`src/design/assert_macros.svh`:
```
// Assertion helpers shared by the design files.
// Each macro is clocked on clk_i and disabled while rst_ni is low.
`ifndef ASSERT_MACROS_SVH
`define ASSERT_MACROS_SVH

// Same-cycle implication.
`define ASSERT_IMPL(label, ante, cons) \
  label: assert property (@(posedge clk_i) disable iff (!rst_ni) (ante) |-> (cons)) \
    else $error("assertion failed");

// Next-cycle implication.
`define ASSERT_NEXT(label, ante, cons) \
  label: assert property (@(posedge clk_i) disable iff (!rst_ni) (ante) |=> (cons)) \
    else $error("assertion failed");

`endif

```
`src/design/gri_pkg.sv`:
```
package gri_pkg;

  // Field widths.
  localparam int unsigned ANGLE_BITS = 32;
  localparam int unsigned TIME_BITS  = 24;
  localparam int unsigned RATE_W     = 16;
  localparam int unsigned DBAND_W    = 15;
  localparam int unsigned GAIN_W     = 32;
  localparam int unsigned NUM_AXES   = 3;

  // Multiplier datapath widths.
  localparam int unsigned MAG_W      = RATE_W + 1;
  localparam int unsigned RT_W       = MAG_W + TIME_BITS;
  localparam int unsigned LO_W       = 32;
  localparam int unsigned HI_W       = RT_W - LO_W;
  localparam int unsigned PROD_W     = RT_W + GAIN_W;
  localparam int unsigned PROD_SHIFT = 64 - ANGLE_BITS;

  // Stream and configuration widths.
  localparam int unsigned IN_DATA_W  = ((NUM_AXES * RATE_W + TIME_BITS + 7) / 8) * 8;
  localparam int unsigned OUT_DATA_W = ((NUM_AXES * ANGLE_BITS + 7) / 8) * 8;
  localparam int unsigned CFG_IDX_W  = 2;
  localparam int unsigned CFG_DATA_W = GAIN_W;

  // Register indexes.
  localparam logic [CFG_IDX_W-1:0] REG_DEADBAND = CFG_IDX_W'(0);
  localparam logic [CFG_IDX_W-1:0] REG_GAIN     = CFG_IDX_W'(1);

  // Register reset values.
  localparam logic [DBAND_W-1:0] DBAND_RESET = DBAND_W'(28);
  localparam logic [GAIN_W-1:0]  GAIN_RESET  = GAIN_W'(32'd3586866904);

  // Sequencing from the top level to each lane.
  typedef struct packed {
    logic start;   // item accepted: latch kept rate times time, keep new rate if above deadband
    logic finish;  // apply the increment to the angle
    logic zero;    // clear the angle when finishing
  } lane_ctrl_t;

endpackage

```
`src/design/gri_lane.sv`:
```
`include "assert_macros.svh"

module gri_lane (
  input  logic                                 clk_i,
  input  logic                                 rst_ni,
  input  gri_pkg::lane_ctrl_t                  ctrl_i,
  input  logic signed [gri_pkg::RATE_W-1:0]    raw_i,
  input  logic [gri_pkg::TIME_BITS-1:0]        elapsed_i,
  input  logic [gri_pkg::DBAND_W-1:0]          deadband_i,
  input  logic [gri_pkg::GAIN_W-1:0]           gain_i,
  output logic [gri_pkg::ANGLE_BITS-1:0]       angle_next_o
);
  import gri_pkg::*;

  logic [RATE_W-1:0]     kept_q, kept_d;
  logic [ANGLE_BITS-1:0] angle_q, angle_d;
  logic                  active_q, active_d;
  logic                  neg_q, neg_d;
  logic [RT_W-1:0]       rt_q, rt_d;
  logic [LO_W+GAIN_W-1:0] lprod_q;
  logic [HI_W+GAIN_W-1:0] hprod_q;
  logic [MAG_W-1:0]      raw_mag, kept_mag;
  logic [PROD_W-1:0]     prod_sum;
  logic [ANGLE_BITS-1:0] incr;

  // Magnitudes in one extra bit so the most negative rate is exact.
  assign raw_mag  = raw_i[RATE_W-1] ? (MAG_W'(0) - {raw_i[RATE_W-1], raw_i})
                                    : {1'b0, raw_i};
  assign kept_mag = kept_q[RATE_W-1] ? (MAG_W'(0) - {kept_q[RATE_W-1], kept_q})
                                     : {1'b0, kept_q};

  // First stage: deadband test and kept rate times elapsed time.
  always_comb begin
    active_d = active_q;
    neg_d    = neg_q;
    kept_d   = kept_q;
    rt_d     = rt_q;
    if (ctrl_i.start) begin
      active_d = raw_mag > MAG_W'(deadband_i);
      neg_d    = kept_q[RATE_W-1];
      rt_d     = RT_W'(kept_mag) * RT_W'(elapsed_i);
      if (active_d) begin
        kept_d = raw_i;
      end
    end
  end

  // Last stage: recombine partial products, scale and accumulate.
  assign prod_sum = {hprod_q, {LO_W{1'b0}}} + PROD_W'(lprod_q);
  assign incr     = prod_sum[PROD_SHIFT +: ANGLE_BITS];

  always_comb begin
    angle_d = angle_q;
    if (active_q) begin
      angle_d = neg_q ? (angle_q - incr) : (angle_q + incr);
    end
    if (ctrl_i.zero) begin
      angle_d = '0;
    end
  end

  assign angle_next_o = angle_d;

  // Control and state registers.
  always_ff @(posedge clk_i or negedge rst_ni) begin
    if (!rst_ni) begin
      kept_q   <= '0;
      angle_q  <= '0;
      active_q <= 1'b0;
      neg_q    <= 1'b0;
    end else begin
      kept_q   <= kept_d;
      active_q <= active_d;
      neg_q    <= neg_d;
      if (ctrl_i.finish) begin
        angle_q <= angle_d;
      end
    end
  end

  // Datapath registers; the partial products split the gain multiply in two.
  always_ff @(posedge clk_i) begin
    rt_q    <= rt_d;
    lprod_q <= (LO_W+GAIN_W)'(rt_q[LO_W-1:0]) * (LO_W+GAIN_W)'(gain_i);
    hprod_q <= (HI_W+GAIN_W)'(rt_q[RT_W-1:LO_W]) * (HI_W+GAIN_W)'(gain_i);
  end

  `ASSERT_NEXT(a_zero_clears, ctrl_i.finish && ctrl_i.zero, angle_q == '0)
  `ASSERT_NEXT(a_quiet_holds, ctrl_i.start && !active_d, kept_q == $past(kept_q))
  `ASSERT_NEXT(a_active_keeps, ctrl_i.start && active_d, kept_q == $past(raw_i))

endmodule

```
`config.mk`:
```
export PLATFORM = sky130hd
export DESIGN_NAME = gri_lane
export DESIGN_NICKNAME = d
export VERILOG_FILES = /design/src/design/gri_pkg.sv /design/src/design/gri_lane.sv
export VERILOG_INCLUDE_DIRS = /design/src /design/src/design
export SDC_FILE = /design/constraint.sdc
export NUM_CORES = 2
export LEC_CHECK = 0
export ABC_AREA = 1
export BUFFER_PORTS_ARGS = -buffer_cell sky130_fd_sc_hd__buf_2
export CAP_MARGIN = 10
export CORE_ASPECT_RATIO = 0.8
export CORE_MARGIN = 3
export CORE_UTILIZATION = 56
export DETAILED_ROUTE_END_ITERATION = 12
export PLACE_DENSITY = 0.79
export SYNTH_ARGS = -nofsm -noshare
export SYNTH_HDL_FRONTEND = slang
export SYNTH_SLANG_ARGS = --single-unit
```
`constraint.sdc`:
```
create_clock -name clk_i -period 9.15 [get_ports clk_i]
set_input_delay 1.83 -clock clk_i [delete_from_list [all_inputs] [get_ports clk_i]]
set_output_delay 1.83 -clock clk_i [all_outputs]
set_load 0.005 [all_outputs]
```
==> out/results.ini <==
[finish]
multiInputGateArea_sq_mm = 0.05045
nets = 10487
fin_area_sq_mm = 0.06798
utilization_pct = 59.18
regArea_sq_mm = 0.003764
syn_to_final_growth_pct = 4.652
drive_gt1_share_pct = 4.478
layout_commonest_cell = inv_1
final_cell_mix = inv_1, nand2_1, fa_1
n_fill_cell = 10042

[place]
pre_cts_slack_ns = 0.08169
dp_hpwl_mm = 154.1
numPortBuffers = 123
place_congestion = 0.9716
post_dp_cell_area_sq_mm = 0.06736

[clocking]
post_cts_resized = 0
cts_made_buffers = 17
cts.sinks = 155
clock_latency_ns = 0.49
clk_pin_slew_worst_paths_ns = 0.07
cts_setup_buffers = 0
hold_buffers = 0
clock_path_buffers = 2
cts_root_buf = clkbuf_16
htreeDepth = 4
cts_tree = built

[sta]
final.setup.worst_slack_ns = 0.3682
period_share_pct = 95.98
skew_ns = 0.01587
fmax_mhz = 113.9
max_slew_margin_pct = 10.89
setup_viol_count_final = 0
hold_viol = 0
slew_viol_final = 0
worst_pin_slew_ns = 1.337
layout_min_cycle_time_ns = 8.782
rsz0062_at_grt = no
fin_setup_tns_ns = 0

[synthesis]
synthTopCellsByArea = fa_1, inv_1, nand2_1
synth_top_family_by_area = adder cells
synth_compound_area_share_pct = 4.808
synth_warnings = 0
synthMuxAreaShare_pct = 0
yosys.area.top_type_share_pct = 43.30
synth-adder-area-share_pct = 52.84
ys_types = 61
syn_inst = 8534
seq_area_frac_synth_pct = 5.794
synth.largest_area_cell = fa_1
avgSynthCellArea_sq_um = 7.611
async_reset_ff_share_pct = 32.26
syn_area_sq_mm = 0.06495
synth_edf_count = 41
synth_xor_area_share_pct = 2.265
synth-main-ff-cell = dfxtp_1
synthSimpleGateAreaFrac_pct = 17.59
ys_ff_latch = 155

[grt]
grt_use_total_pct = 31.78
grt_pass1_wl_mm = 303.4
grt_max_degree = 53
overflow = 0
grt_pass1_vias = 57225
antenna_found_initial = 3

[worst_setup_path]
cp-startpoint = gain_i[9]
critPathKind = in -> reg
timing.rr.end = rt_q[33]
r2r_slack_ns = 1.03
crit_cells = 23
path_cells = buf_2 -> buf_4 -> nand2_1 -> fa_1 -> fa_1 -> fa_1 -> fa_1 -> inv_1 -> fa_1 -> fa_1 -> fa_1 -> fa_1 -> ha_1 -> nand2_1 -> nor2_1 -> inv_1 -> nor2_1 -> nand4_1 -> o21ai_0 -> nand2_1 -> nand2_1 -> xor2_1 -> buf_4
end_kind = flip-flop
cp.required_ns = 9.58
crit_arrival_ns = 9.21
slowest_stage = fa_1
path_delay_family = adder cells
start_kind = primary input
path_buf_inv = 5
r2r_cells = 28
path_common_cell = fa_1
critPathCapture = lprod_q[38]
cpPeakStageDelay_ns = 0.59
rr_startpoint = kept_q[15]
crit_fanout = 22

[route]
drt_iter0_markers = 4860
met1_length_mm = 75.78
wl_met3_mm = 21.97
dr_wl_met2_mm = 80.28
top_layer = met5
dr_total_vias = 53659
drt_wl_total_mm = 184.7
ant_nets = 0
viasPerCell = 5.347
drc = 0
post_drt_wl_per_cell_um = 18.40
drt_pre_antenna_iters = 6

[die]
dieArea_sq_mm = 0.1201
start_util_pct = 56.55
fp-row-count = 111
ioPinCount = 124
coreArea_sq_mm = 0.1149
die_y_um = 310.6
die_w_um = 386.8

[hold_path]
min_path_type = reg -> reg

[job]
drv_cap = 0

[status]
status = finished clean

==> final cells by class <==
| type | instances | area share [%] |
|---|---|---|
| multi-input cells | 5515 | 74.22 |
| diodes | 3 | 0.01104 |
| flip-flops and latches | 155 | 5.537 |
| clock buffers | 21 | 0.7087 |
| well taps | 1525 | 2.807 |
| inverters | 2540 | 14.03 |
| repair buffers | 266 | 2.551 |
| clock inverters | 11 | 0.1417 |
==> stage by stage <==
step                cells  hold WS (ns)
floorplan            8556        0.4701
global placement    10000        0.4878
detailed placement  10000        0.5046
CTS                 10032        0.5241
global route        10033        0.5398
finish              10036        0.5288
==> routing by layer <==
| metal | up-vias | GRT usage, % |
|---|---|---|
| met5 | - | 0 |
| met3 | 424 | 8.666 |
| met2 | 2761 | 48.37 |
| met1 | 26268 | 44.17 |
| li1 | 24204 | - |
| met4 | 2 | 10.66 |
==> kinds of logic after synthesis <==
group           after synthesis
buf+inv                    2886
other cells                   2
flops                       155
fa+ha+maj                  1900
xor+xnor                    165
compound gates              559
simple gates               2867
==> sequential cells by signal, summed over array words and instances (netlist names) <==
| name | cells |
|---|---|
| angle_q | 32 |
| lprod_q | 32 |
| neg_q | 1 |
| kept_q | 16 |
| hprod_q | 32 |
| rt_q | 41 |
| active_q | 1 |
==> worst register-to-register path, delay by kind of cell, from the launching register on <==
family,cells,cell delay (ns)
AOI/OAI and AO/OA,9,2.01
DFF,1,0.61
xor gates and xnor gates,1,0.10
buffers and inverters,7,1.05
and+or+nand+nor,4,0.65
adders and majority gates,7,3.47
==> synthesized netlist by cell type, types with 5 or more instances <==
library cell / instances
a21oi_1: 257
dfxtp_1: 64
nand4_1: 45
a31oi_1: 34
clkinv_1: 6
buf_2: 6
a211oi_1: 5
o221ai_1: 6
inv_2: 7
nand2_1: 2177
nand3b_1: 14
fa_1: 1405
nand2_2: 19
nor4_1: 16
o211ai_1: 12
xor2_1: 114
nand3_1: 114
a21o_1: 8
o21bai_1: 8
clkbuf_1: 314
xnor2_1: 49
o31ai_1: 5
and3_1: 5
buf_1: 26
edfxtp_1: 41
o21a_1: 21
inv_1: 2527
o21ai_1: 23
a21boi_0: 13
o21ai_0: 148
or2_2: 32
nor3_1: 22
dfrtp_1: 50
nor2_1: 395
ha_1: 495
==> worst min-delay path by stage <==
| stage | slack [ns] | endpoint | cells after the start | start |
|---|---|---|---|---|
| floorplan | 0.47 | angle_q[20] | 2 | angle_q[20] |
| global placement | 0.49 | angle_q[31] | 2 | angle_q[31] |
| detailed placement | 0.50 | angle_q[31] | 2 | angle_q[31] |
| CTS | 0.52 | angle_q[31] | 2 | angle_q[31] |
| global route | 0.54 | angle_q[31] | 2 | angle_q[31] |
| finish | 0.53 | angle_q[31] | 2 | angle_q[31] |
Power is left out: the tool's default activity adds up to more than one toggle a clock period on the data nets, which glitch-free logic cannot reach.
